**src/design/arpc_pkg.sv**
```systemverilog
// Types and constants shared by the ARP cache and responder.
`timescale 1ns / 1ps
`default_nettype none
package arpc_pkg;

  localparam logic [1:0]  FUNC_RX      = 2'd0;
  localparam logic [1:0]  FUNC_LOOKUP  = 2'd1;
  localparam logic [1:0]  FUNC_REQUEST = 2'd2;

  localparam logic [0:0]  REG_OWN_IP   = 1'b0;
  localparam logic [0:0]  REG_OWN_MAC  = 1'b1;

  localparam logic [15:0] MIN_ARP_LEN  = 16'd28;
  localparam logic [15:0] HTYPE_ETHER  = 16'h0001;
  localparam logic [15:0] PTYPE_IPV4   = 16'h0800;
  localparam logic [15:0] OP_IN_REQ    = 16'd1;

  localparam logic [1:0]  OP_REQUEST   = 2'd1;
  localparam logic [1:0]  OP_REPLY     = 2'd2;

  localparam logic [47:0] MAC_BROADCAST = 48'hFFFF_FFFF_FFFF;

  localparam int QUEUE_DEPTH = 2;
  localparam int QUEUE_PTR_W = $clog2(QUEUE_DEPTH);
  localparam int QUEUE_CNT_W = $clog2(QUEUE_DEPTH + 1);

  // One unit of work for the back end.
  typedef struct packed {
    logic        learn;    // learn key_ip -> mac
    logic        lookup;   // answer a lookup of key_ip
    logic        frame;    // emit an ARP frame
    logic [31:0] key_ip;
    logic [47:0] mac;      // learned MAC, also frame destination
    logic [1:0]  opcode;
    logic [31:0] tgt_ip;
  } cmd_t;

  typedef enum logic [3:0] {
    ST_IDLE  = 4'b0001,
    ST_SCAN  = 4'b0010,
    ST_WRITE = 4'b0100,
    ST_DONE  = 4'b1000
  } state_t;

endpackage
`default_nettype wire

```
**src/design/arpc_queue.sv**
```systemverilog
// Short command queue between the front end and the back end.
`timescale 1ns / 1ps
`default_nettype none
module arpc_queue (
  input  wire logic          clk,
  input  wire logic          rst,
  input  wire logic          push,
  input  arpc_pkg::cmd_t     push_cmd,
  output logic               full,
  input  wire logic          pop,
  output logic               nonempty,
  output arpc_pkg::cmd_t     head
);

  arpc_pkg::cmd_t                     slots [arpc_pkg::QUEUE_DEPTH];
  logic [arpc_pkg::QUEUE_PTR_W-1:0]   wr_ptr;
  logic [arpc_pkg::QUEUE_PTR_W-1:0]   rd_ptr;
  logic [arpc_pkg::QUEUE_CNT_W-1:0]   count;
  logic                               do_push;
  logic                               do_pop;

  assign full     = (count == arpc_pkg::QUEUE_CNT_W'(arpc_pkg::QUEUE_DEPTH));
  assign nonempty = (count != '0);
  assign head     = slots[rd_ptr];
  assign do_push  = push && !full;
  assign do_pop   = pop && nonempty;

  always_ff @(posedge clk) begin
    if (do_push) begin
      slots[wr_ptr] <= push_cmd;
    end
  end

  always_ff @(posedge clk) begin
    if (rst) begin
      wr_ptr <= '0;
      rd_ptr <= '0;
      count  <= '0;
    end else begin
      if (do_push) begin
        wr_ptr <= (wr_ptr == arpc_pkg::QUEUE_PTR_W'(arpc_pkg::QUEUE_DEPTH - 1)) ?
                  '0 : wr_ptr + 1'b1;
      end
      if (do_pop) begin
        rd_ptr <= (rd_ptr == arpc_pkg::QUEUE_PTR_W'(arpc_pkg::QUEUE_DEPTH - 1)) ?
                  '0 : rd_ptr + 1'b1;
      end
      if (do_push && !do_pop) begin
        count <= count + 1'b1;
      end else if (do_pop && !do_push) begin
        count <= count - 1'b1;
      end
    end
  end

endmodule
`default_nettype wire

```
**src/design/arpc_front.sv**
```systemverilog
// Front end: accepts input items and turns them into back-end commands.
`timescale 1ns / 1ps
`default_nettype none
module arpc_front (
  input  wire logic          in_valid,
  input  wire logic [1:0]    func,
  input  wire logic [15:0]   rx_len,
  input  wire logic [15:0]   hw_type,
  input  wire logic [15:0]   proto_type,
  input  wire logic [15:0]   arp_opcode_in,
  input  wire logic [47:0]   sender_mac_in,
  input  wire logic [31:0]   sender_ip_in,
  input  wire logic [31:0]   query_ip,
  input  wire logic [31:0]   own_ip,
  input  wire logic          q_full,
  output logic               in_stall,
  output logic               push,
  output arpc_pkg::cmd_t     cmd
);

  logic pkt_ok;
  logic has_work;

  assign in_stall = q_full;
  assign pkt_ok   = (rx_len >= arpc_pkg::MIN_ARP_LEN) &&
                    (hw_type == arpc_pkg::HTYPE_ETHER) &&
                    (proto_type == arpc_pkg::PTYPE_IPV4);

  always_comb begin
    cmd        = '0;
    cmd.key_ip = query_ip;
    cmd.tgt_ip = query_ip;
    case (func)
      arpc_pkg::FUNC_RX: begin
        cmd.learn  = pkt_ok && (sender_ip_in != '0) && (sender_ip_in != own_ip);
        cmd.frame  = pkt_ok && (arp_opcode_in == arpc_pkg::OP_IN_REQ) &&
                     (query_ip == own_ip);
        cmd.key_ip = sender_ip_in;
        cmd.mac    = sender_mac_in;
        cmd.opcode = arpc_pkg::OP_REPLY;
        cmd.tgt_ip = sender_ip_in;
      end
      arpc_pkg::FUNC_LOOKUP: begin
        cmd.lookup = 1'b1;
      end
      arpc_pkg::FUNC_REQUEST: begin
        cmd.frame  = 1'b1;
        cmd.mac    = arpc_pkg::MAC_BROADCAST;
        cmd.opcode = arpc_pkg::OP_REQUEST;
      end
      default: begin
        // unknown function: drop
      end
    endcase
  end

  // Items with nothing to do are taken and dropped here.
  assign has_work = cmd.learn || cmd.lookup || cmd.frame;
  assign push     = in_valid && !q_full && has_work;

endmodule
`default_nettype wire

```
**src/design/arpc_back.sv**
```systemverilog
// Back end: cache memory, sequential match, learning and the result register.
`timescale 1ns / 1ps
`default_nettype none
module arpc_back #(
  parameter int TABLE_ENTRIES = 16
) (
  input  wire logic          clk,
  input  wire logic          rst,
  input  wire logic          q_nonempty,
  input  arpc_pkg::cmd_t     q_head,
  output logic               q_pop,
  input  wire logic [31:0]   own_ip,
  input  wire logic [47:0]   own_mac,
  output logic               out_valid,
  input  wire logic          out_stall,
  output logic               result_kind,
  output logic               hit,
  output logic [47:0]        found_mac,
  output logic [47:0]        eth_dest_mac,
  output logic [1:0]         arp_opcode_out,
  output logic [47:0]        pkt_sender_mac,
  output logic [31:0]        pkt_sender_ip,
  output logic [47:0]        pkt_target_mac,
  output logic [31:0]        pkt_target_ip
);

  localparam int IDX_W = (TABLE_ENTRIES > 1) ? $clog2(TABLE_ENTRIES) : 1;
  localparam int CNT_W = $clog2(TABLE_ENTRIES + 1);

  logic [31:0]              ip_mem  [TABLE_ENTRIES];
  logic [47:0]              mac_mem [TABLE_ENTRIES];
  logic [TABLE_ENTRIES-1:0] valid_bits;

  arpc_pkg::state_t state;
  arpc_pkg::cmd_t   cur;
  logic [CNT_W-1:0] rd_cnt;
  logic             cmp_pend;
  logic [IDX_W-1:0] cmp_idx;
  logic             found;
  logic [IDX_W-1:0] found_idx;
  logic [47:0]      found_mac_r;
  logic [IDX_W-1:0] next_slot;
  logic [31:0]      rd_ip;
  logic [47:0]      rd_mac;

  logic             issue;
  logic             match;
  logic             last;
  logic             mem_we;
  logic [IDX_W-1:0] wr_idx;
  logic             load;

  assign q_pop  = (state == arpc_pkg::ST_IDLE) && q_nonempty;
  assign issue  = (state == arpc_pkg::ST_SCAN) && (rd_cnt != CNT_W'(TABLE_ENTRIES));
  assign match  = cmp_pend && valid_bits[cmp_idx] && (rd_ip == cur.key_ip);
  assign last   = cmp_pend && (cmp_idx == IDX_W'(TABLE_ENTRIES - 1));
  assign mem_we = (state == arpc_pkg::ST_WRITE);
  assign wr_idx = found ? found_idx : next_slot;
  assign load   = (state == arpc_pkg::ST_DONE) && (!out_valid || !out_stall);

  // Cache store: one write port, one registered read port.
  always_ff @(posedge clk) begin
    if (mem_we) begin
      ip_mem[wr_idx]  <= cur.key_ip;
      mac_mem[wr_idx] <= cur.mac;
    end
    if (issue) begin
      rd_ip  <= ip_mem[rd_cnt[IDX_W-1:0]];
      rd_mac <= mac_mem[rd_cnt[IDX_W-1:0]];
    end
  end

  // Sequencer: read one entry a cycle, compare the previous read.
  always_ff @(posedge clk) begin
    if (rst) begin
      state      <= arpc_pkg::ST_IDLE;
      cmp_pend   <= 1'b0;
      valid_bits <= '0;
      next_slot  <= '0;
    end else begin
      case (state)
        arpc_pkg::ST_IDLE: begin
          if (q_nonempty) begin
            rd_cnt   <= '0;
            cmp_pend <= 1'b0;
            state    <= (q_head.learn || q_head.lookup) ?
                        arpc_pkg::ST_SCAN : arpc_pkg::ST_DONE;
          end
        end
        arpc_pkg::ST_SCAN: begin
          if (match || last) begin
            cmp_pend <= 1'b0;
            state    <= cur.learn ? arpc_pkg::ST_WRITE : arpc_pkg::ST_DONE;
          end else begin
            cmp_pend <= issue;
            cmp_idx  <= rd_cnt[IDX_W-1:0];
            if (issue) begin
              rd_cnt <= rd_cnt + 1'b1;
            end
          end
        end
        arpc_pkg::ST_WRITE: begin
          valid_bits[wr_idx] <= 1'b1;
          if (!found) begin
            next_slot <= (next_slot == IDX_W'(TABLE_ENTRIES - 1)) ? '0 : next_slot + 1'b1;
          end
          state <= cur.frame ? arpc_pkg::ST_DONE : arpc_pkg::ST_IDLE;
        end
        arpc_pkg::ST_DONE: begin
          if (load) begin
            state <= arpc_pkg::ST_IDLE;
          end
        end
        default: begin
          state <= arpc_pkg::ST_IDLE;
        end
      endcase
    end
  end

  // Command and match payload.
  always_ff @(posedge clk) begin
    if (q_pop) begin
      cur <= q_head;
    end
    if ((state == arpc_pkg::ST_SCAN) && (match || last)) begin
      found       <= match;
      found_idx   <= cmp_idx;
      found_mac_r <= match ? rd_mac : '0;
    end
  end

  // Result register: frees the back end while the result waits for transfer.
  always_ff @(posedge clk) begin
    if (rst) begin
      out_valid <= 1'b0;
    end else if (load) begin
      out_valid <= 1'b1;
    end else if (!out_stall) begin
      out_valid <= 1'b0;
    end
  end

  always_ff @(posedge clk) begin
    if (load) begin
      result_kind    <= cur.frame;
      hit            <= !cur.frame && found;
      found_mac      <= cur.frame ? '0 : found_mac_r;
      eth_dest_mac   <= cur.frame ? cur.mac : '0;
      arp_opcode_out <= cur.frame ? cur.opcode : '0;
      pkt_sender_mac <= cur.frame ? own_mac : '0;
      pkt_sender_ip  <= cur.frame ? own_ip : '0;
      pkt_target_mac <= (cur.frame && (cur.opcode == arpc_pkg::OP_REPLY)) ? cur.mac : '0;
      pkt_target_ip  <= cur.frame ? cur.tgt_ip : '0;
    end
  end

endmodule
`default_nettype wire

```
**src/design/arp_cache_and_responder.sv**
```systemverilog
// ARP cache and responder: top level with configuration registers.
// A send request or a reply-only packet goes from the queue straight to the
// result register; a lookup or learn scans the cache in order, comparing each
// entry one read behind the read port.
// Input is taken while the 2-entry command queue has room; items with no work are taken and dropped.
// Reset clears all valid bits, the slot pointer and both registers.
`timescale 1ns / 1ps
`default_nettype none
module arp_cache_and_responder #(
  parameter int TABLE_ENTRIES = 16
) (
  input  wire logic          clk,
  input  wire logic          rst,
  input  wire logic          cfg_we,
  input  wire logic [0:0]    cfg_index,
  input  wire logic [47:0]   cfg_data,
  input  wire logic          in_valid,
  output logic               in_stall,
  input  wire logic [1:0]    func,
  input  wire logic [15:0]   rx_len,
  input  wire logic [15:0]   hw_type,
  input  wire logic [15:0]   proto_type,
  input  wire logic [15:0]   arp_opcode_in,
  input  wire logic [47:0]   sender_mac_in,
  input  wire logic [31:0]   sender_ip_in,
  input  wire logic [31:0]   query_ip,
  output logic               out_valid,
  input  wire logic          out_stall,
  output logic               result_kind,
  output logic               hit,
  output logic [47:0]        found_mac,
  output logic [47:0]        eth_dest_mac,
  output logic [1:0]         arp_opcode_out,
  output logic [47:0]        pkt_sender_mac,
  output logic [31:0]        pkt_sender_ip,
  output logic [47:0]        pkt_target_mac,
  output logic [31:0]        pkt_target_ip
);

  logic [31:0]    own_ip;
  logic [47:0]    own_mac;
  logic           q_full;
  logic           q_push;
  logic           q_pop;
  logic           q_nonempty;
  arpc_pkg::cmd_t front_cmd;
  arpc_pkg::cmd_t q_head;

  always_ff @(posedge clk) begin
    if (rst) begin
      own_ip  <= '0;
      own_mac <= '0;
    end else if (cfg_we) begin
      case (cfg_index)
        arpc_pkg::REG_OWN_IP:  own_ip  <= cfg_data[31:0];
        arpc_pkg::REG_OWN_MAC: own_mac <= cfg_data;
        default: begin
        end
      endcase
    end
  end

  arpc_front u_front (
    .in_valid      (in_valid),
    .func          (func),
    .rx_len        (rx_len),
    .hw_type       (hw_type),
    .proto_type    (proto_type),
    .arp_opcode_in (arp_opcode_in),
    .sender_mac_in (sender_mac_in),
    .sender_ip_in  (sender_ip_in),
    .query_ip      (query_ip),
    .own_ip        (own_ip),
    .q_full        (q_full),
    .in_stall      (in_stall),
    .push          (q_push),
    .cmd           (front_cmd)
  );

  arpc_queue u_queue (
    .clk      (clk),
    .rst      (rst),
    .push     (q_push),
    .push_cmd (front_cmd),
    .full     (q_full),
    .pop      (q_pop),
    .nonempty (q_nonempty),
    .head     (q_head)
  );

  arpc_back #(
    .TABLE_ENTRIES (TABLE_ENTRIES)
  ) u_back (
    .clk            (clk),
    .rst            (rst),
    .q_nonempty     (q_nonempty),
    .q_head         (q_head),
    .q_pop          (q_pop),
    .own_ip         (own_ip),
    .own_mac        (own_mac),
    .out_valid      (out_valid),
    .out_stall      (out_stall),
    .result_kind    (result_kind),
    .hit            (hit),
    .found_mac      (found_mac),
    .eth_dest_mac   (eth_dest_mac),
    .arp_opcode_out (arp_opcode_out),
    .pkt_sender_mac (pkt_sender_mac),
    .pkt_sender_ip  (pkt_sender_ip),
    .pkt_target_mac (pkt_target_mac),
    .pkt_target_ip  (pkt_target_ip)
  );

endmodule
`default_nettype wire

```
**config.mk**
```make
export PLATFORM = sky130hd
export DESIGN_NAME = arp_cache_and_responder
export DESIGN_NICKNAME = d
export VERILOG_FILES = /design/src/design/arpc_pkg.sv /design/src/design/arpc_queue.sv /design/src/design/arpc_front.sv /design/src/design/arpc_back.sv /design/src/design/arp_cache_and_responder.sv
export SDC_FILE = /design/constraint.sdc
export NUM_CORES = 2
export LEC_CHECK = 0
export BUFFER_PORTS_ARGS = -buffer_cell sky130_fd_sc_hd__buf_2
export CORE_UTILIZATION = 54
export DETAILED_ROUTE_END_ITERATION = 6
export GPL_TIMING_DRIVEN = 0
export PLACE_DENSITY_LB_ADDON = 0.1
export SLEW_MARGIN = 10
export SYNTH_ARGS = -nofsm -noshare
export SYNTH_HDL_FRONTEND = slang
export SYNTH_SLANG_ARGS = --single-unit
```
**constraint.sdc**
```tcl
create_clock -name clk -period 13.81 [get_ports clk]
set_clock_uncertainty 0.1 [all_clocks]
set_input_delay 1.381 -clock clk [delete_from_list [all_inputs] [get_ports clk]]
set_output_delay 1.381 -clock clk [all_outputs]
set_load 0.01 [all_outputs]
```
# ---- After elaboration in Yosys (flattened, before gate mapping)
# Memory sizes are Yosys's and may differ from the RTL's. A register that Yosys moved wholly into a read port is not among the register bits.
# Cells that the tools add are included.
dict set report word_totals {
  reg_bits 548
  latchBits 0
  mem_bits_rw 1514
  rom_bits 0
  wordCells 153
  memories 3
}
# memory depth word_bits rd rd_ports_with_merged_regs write_ports line_no
set mem_list {}
lappend mem_list {u_back.mac_mem 16 48 1 1 1 arpc_back.sv:31} ;# logic [47:0] mac_mem [TABLE_ENTRIES];
lappend mem_list {u_back.ip_mem 16 32 1 1 1 arpc_back.sv:30} ;# logic [31:0] ip_mem [TABLE_ENTRIES];
lappend mem_list {u_queue.slots 2 117 1 1 1 arpc_queue.sv:15} ;# arpc_pkg::cmd_t slots [arpc_pkg::QUEUE_DEPTH];
dict set report op_classes {
  addsub 6
  multipliers 0
  div_mod_pow 0
  magnitude_cmp 4
  eq_ne 23
  n_shift 0
  n_mux 37
  bitwise_logic 5
  reduce_logical 45
}
# op n
set op_table {}
lappend op_table {{$pmux 50 s2} 1}
lappend op_table {{$eq 32x32->1} 2}
lappend op_table {{$eq 16x1->1 const B} 2}
lappend op_table {{$mux 32} 1}
lappend op_table {{$mux 4} 8}
lappend op_table {{$ne 32x32->1} 1}
lappend op_table {{$reduce_bool 32->1} 1}
lappend op_table {{$logic_and 1x1->1} 22}
lappend op_table {{$eq 16x12->1 const B} 1}
lappend op_table {{$ge 16x5->1 const B} 1}
lappend op_table {{$mux 1} 16}
lappend op_table {{$or 16x16->16} 1}
lappend op_table {{$pmux 4 s4} 1}
lappend op_table {{$mux 5} 3}
lappend op_table {{$eq 4x4->1 const B} 3}
lappend op_table {{$lt 4x5->1 const B} 2}
lappend op_table {{$pmux 5 s2} 1}
lappend op_table {{$ne 2x1->1 const B} 4}
lappend op_table {{$reduce_and 2->1} 4}
lappend op_table {{$eq 2x2->1 const B} 3}
lappend op_table {{$logic_not 1->1} 6}
lappend op_table {{$reduce_and 3->1} 2}
lappend op_table {{$reduce_bool 2->1} 3}
lappend op_table {{$add 5x1->5 const B} 1}
lappend op_table {{19 further kinds} 30}

# ---- Depth between registers and ports, before layout
dict set report depth {
  depth_word 14
  ltp_mapped 9
  depth_no_buf 9
}

# ---- Modules after synthesis
# A second synthesis with hierarchy kept.
dict set report hier_totals {
  cells_unflattened 3876
  area_unflattened_um2 81376.8
}
# mod n_inst cells_each area_each_um2 seq_area_each_um2
set modules_own_cells {}
lappend modules_own_cells {arpc_back 1 2868 67219.5 54512.3}
lappend modules_own_cells {arpc_queue 1 389 8773.4 7126.8}
lappend modules_own_cells {arp_cache_and_responder 1 319 3375.7 1601.5}
lappend modules_own_cells {arpc_front 1 300 2008.2 0.0}

# ---- Worst setup path after synthesis
# OpenSTA, ideal clock, no wires.
dict set report synth_timing {
  path_type {in2reg}
  from {input out_stall}
  to {register u_back.arp_opcode_out[0], enable pin}
  arrival_ns 13.858
  t_required_ns 12.743
  setup_slack_ns -1.115
  stages 1
  cell_sequence {a21oi_1}
}
dict set report synth_via {
  elab_chain_cells 3
}
# item line_no
set synth_rtl {}
lappend synth_rtl {{start, declared} arp_cache_and_responder.sv:28} ;# input wire logic out_stall,
lappend synth_rtl {{$logic_not 1->1} arpc_back.sv:59} ;# assign load = (state == arpc_pkg::ST_DONE) && (!out_valid || !out_stall);
lappend synth_rtl {{$logic_or 1x1->1} arpc_back.sv:59}
lappend synth_rtl {{$logic_and 1x1->1} arpc_back.sv:59}
lappend synth_rtl {{end signal, assigned} arpc_back.sv:150} ;# arp_opcode_out <= cur.frame ? cur.opcode : '0;
lappend synth_rtl {{end, declared} arpc_back.sv:20} ;# output logic [1:0] arp_opcode_out,
# No other way between the ends.
# A chain may end at the register's enable or synchronous reset.

==> flow_summary.ini <==
[final_layout]
area.growth.synth_to_final_pct = 17.7
fillers = 9819
regArea_um2 = 60400
nets = 4777
drive_above_1_share_pct = 30.4
multi_input_area_um2 = 16100

[synthesis]
synth_edf_count = 1936
yosysWarnings = 0
syn-num-nets = 3984
synth.distinct_cells = 50
synth_area_um2 = 77100
ys_seq_area_share_pct = 78.3
netlist.area_leader.share_pct = 75.4
async_flop_share_pct = 0
ys_seq_elements = 2047
synth_cells = 3748
synth_top_cells_by_count = 1936 x edfxtp_1, 402 x mux4_2, 261 x and2_1, 176 x nand2_1, 172 x nor2_1
synth_area_leader_cell = edfxtp_1
yosys.cell_count.top_type = edfxtp_1
synth_ff_type = edfxtp_1
synth.avg_cell_area_um2 = 20.6
synth_area_leaders = edfxtp_1 75%, mux4_2 12%, dfxtp_1 2.9%

[routing]
first_pass_iters = 6
vias = 39343
drtAntennaViolNets = 0
wl_per_cell_um = 30.3
wl_um = 200000
drt-initial-drc-count = 4764
viasPerCell = 5.97
drc = 0

[power]
power_mw = 15.8
p_leak_nw = 29.7
peakVddDrop_mv = 0.157
powerDensity_nw_per_um2 = 174

[place]
dp_hpwl_um = 134000
port_buffers = 488
globalplace.congestion = 0.920

[sta]
slew_headroom_pct = 16.3
setup_viol = 0
fin_crit_sh_pct = 38.9
rsz0062_at_grt = false
fmax_mhz = 186
tightest_slew_ns = 1.24
finalMaxSlewViolations = 0
setup_tns_ns = 0
layout_min_cycle_time_ns = 5.38
hold_viol_final = 0

[grt]
grt_max_degree = 52
antenna_found_initial = 13
grt_pass1_wl_um = 285000
grt_use_total_pct = 27.9
gr-total-overflow = 0
first_global_vias = 39963

[clock_tree]
cts_tree = yes
cts_sinks = 2047
cts_buffer_depth = 3
post_cts_resized = 0
numCtsBuffers = 202
post-cts-setup-buffer-count = 0
cts_hold_buf = 0
clk_latency_ns = 0.82
clk_pin_slew_ns = 0.06
cts_root_buffer = clkbuf_16
cts-htree-levels = 4

[die]
pin_count = 494
die_w_um = 380
initial_core_util_pct = 54.4
row_count = 138
core_area_um2 = 142000
die_h_um = 380
dieArea_um2 = 144000

[run_status]
outcome = finished, final reports clean

[worst_setup_path]
path_max_fanout = 24
r2r_start = u_back.cur[16]
critPathCaptureType = register
r2r-end = u_back.found_mac_r[0]
rr_worst_depth = 10
crit_start = u_back.cur[16]
critical_path.max_stage_delay_ns = 1.07
arrival_ns = 5.78
worstPathCellList = xor2_1 -> nor4_1 -> and3_1 -> and4_1 -> buf_6 -> clkbuf_1 -> nor2_1 -> nor2_4 -> buf_16 -> buf_12
ff2ff_setup_slack_ns = 8.43
critical_path_class = register to register
cp_slowest_cell = nor4_1
critPathLaunchType = register
required_ns = 14.22

[hold_path]
min-delay-start = own_mac[29]
holdPathStages = 2
hp-class = register to register
min_to = own_mac[29]

[run]
max_cap_viol_count = 0
==> registers in the layout (all words and copies together), names as in the netlist, 84 cells and up, named ones only <==
register	flops
u_back.ip_mem	512
u_back.cur	84
u_back.mac_mem	768
u_queue.slots	170
==> where the power goes <==
group,internal [mW],leakage (nW),switching (mW)
Combinational,1.07,8.31,1.33
Clock,3.02,3.11,2.28
Sequential,7.55,18.3,0.504
==> kinds of logic (layout without fill, tap and decap cells) <==
family                     Yosys count  in the layout  synth area share, %
AOI/OAI and AO/OA                  116            116                0.855
xor gates and xnor gates           103            103                 1.17
adders and majority gates            4              4               0.0649
buffers and inverters              195           1145                0.987
DFF                               2047           2047                 78.3
muxes                              522            522                 13.6
other                                0              4                    0
and+or+nand+nor                    761            761                 5.07
==> final cells by class <==
type | count | share of cell area (%)
Buffer | 183 | 0.803
Sequential cell | 2047 | 66.5
Clock buffer | 277 | 6.20
Clock inverter | 84 | 0.848
Inverter | 12 | 0.0552
Tap cell | 1890 | 2.61
Timing Repair Buffer | 589 | 5.15
Multi-Input combinational cell | 1506 | 17.8
Antenna cell | 4 | 0.0110
==> layer usage <==
| metal | vias to the layer above | part of all wire (%) | track usage [%] |
|---|---|---|---|
| li1 | 16519 | - | - |
| met1 | 20720 | 41 | 40.7 |
| met2 | 1833 | 47 | 43.4 |
| met3 | 265 | 9.1 | 6.20 |
| met4 | 6 | 2.2 | 6.95 |
| met5 | - | 0.025 | 0 |
==> worst max-delay path, delay by kind of cell, from the launching register on <==
| family | cells | cell delay (ns) |
|---|---|---|
| simple gates | 5 | 2.54 |
| buf+inv | 4 | 1.34 |
| flops | 1 | 0.81 |
| xor+xnor | 1 | 0.21 |
==> worst max-delay path by stage <==
stage | endpoint | slack [ns]
after floorplan | u_back.arp_opcode_out[0] | 4.78
after global placement | u_back.eth_dest_mac[20] | 0.60
after detailed placement | u_back.found_mac_r[0] | 8.51
after CTS | u_back.found_mac_r[14] | 8.49
after global routing | u_back.found_mac_r[15] | 8.31
final | u_back.found_mac_r[0] | 8.43
==> cells in the final DEF, fill, tap and decap left out, types with 6 or more instances in the layout <==
cell | netlist | routed
edfxtp_1 | 1936 | 1936
buf_2 | 11 | 499
mux4_2 | 402 | 402
and2_1 | 261 | 260
clkbuf_16 | 0 | 207
clkbuf_1 | 139 | 183
nand2_1 | 176 | 176
nor2_1 | 172 | 154
mux2_2 | 116 | 116
dfxtp_1 | 111 | 111
a21oi_1 | 87 | 86
buf_12 | 0 | 73
xor2_1 | 72 | 72
nor2b_1 | 54 | 53
clkinv_1 | 0 | 38
nor4_1 | 36 | 36
xnor2_1 | 31 | 31
buf_1 | 31 | 29
buf_16 | 0 | 28
clkinv_2 | 0 | 22
nor2_4 | 0 | 18
clkbuf_8 | 0 | 18
nand4_1 | 15 | 15
inv_1 | 12 | 11
clkbuf_2 | 0 | 10
nand3_1 | 10 | 10
bufinv_16 | 0 | 10
nor3_1 | 9 | 9
o21ai_0 | 8 | 7
clkinv_8 | 0 | 6
==> through the flow <==
stage                     worst slack, ns  hold WS (ns)  instance area (um^2)  util, %  instances
after floorplan                      4.78         0.332                 77100        -       3748
after global placement              0.602         0.338                 81900     57.8       6126
after detailed placement             8.51         0.342                 84300     59.5       6227
after CTS                            8.49         0.351                 90700     64.0       6588
after global routing                 8.31         0.368                 90700     64.1       6589
final                                8.43         0.348                 90700     64.1       6592
No activity file was read; power rests on OpenSTA's default activity.
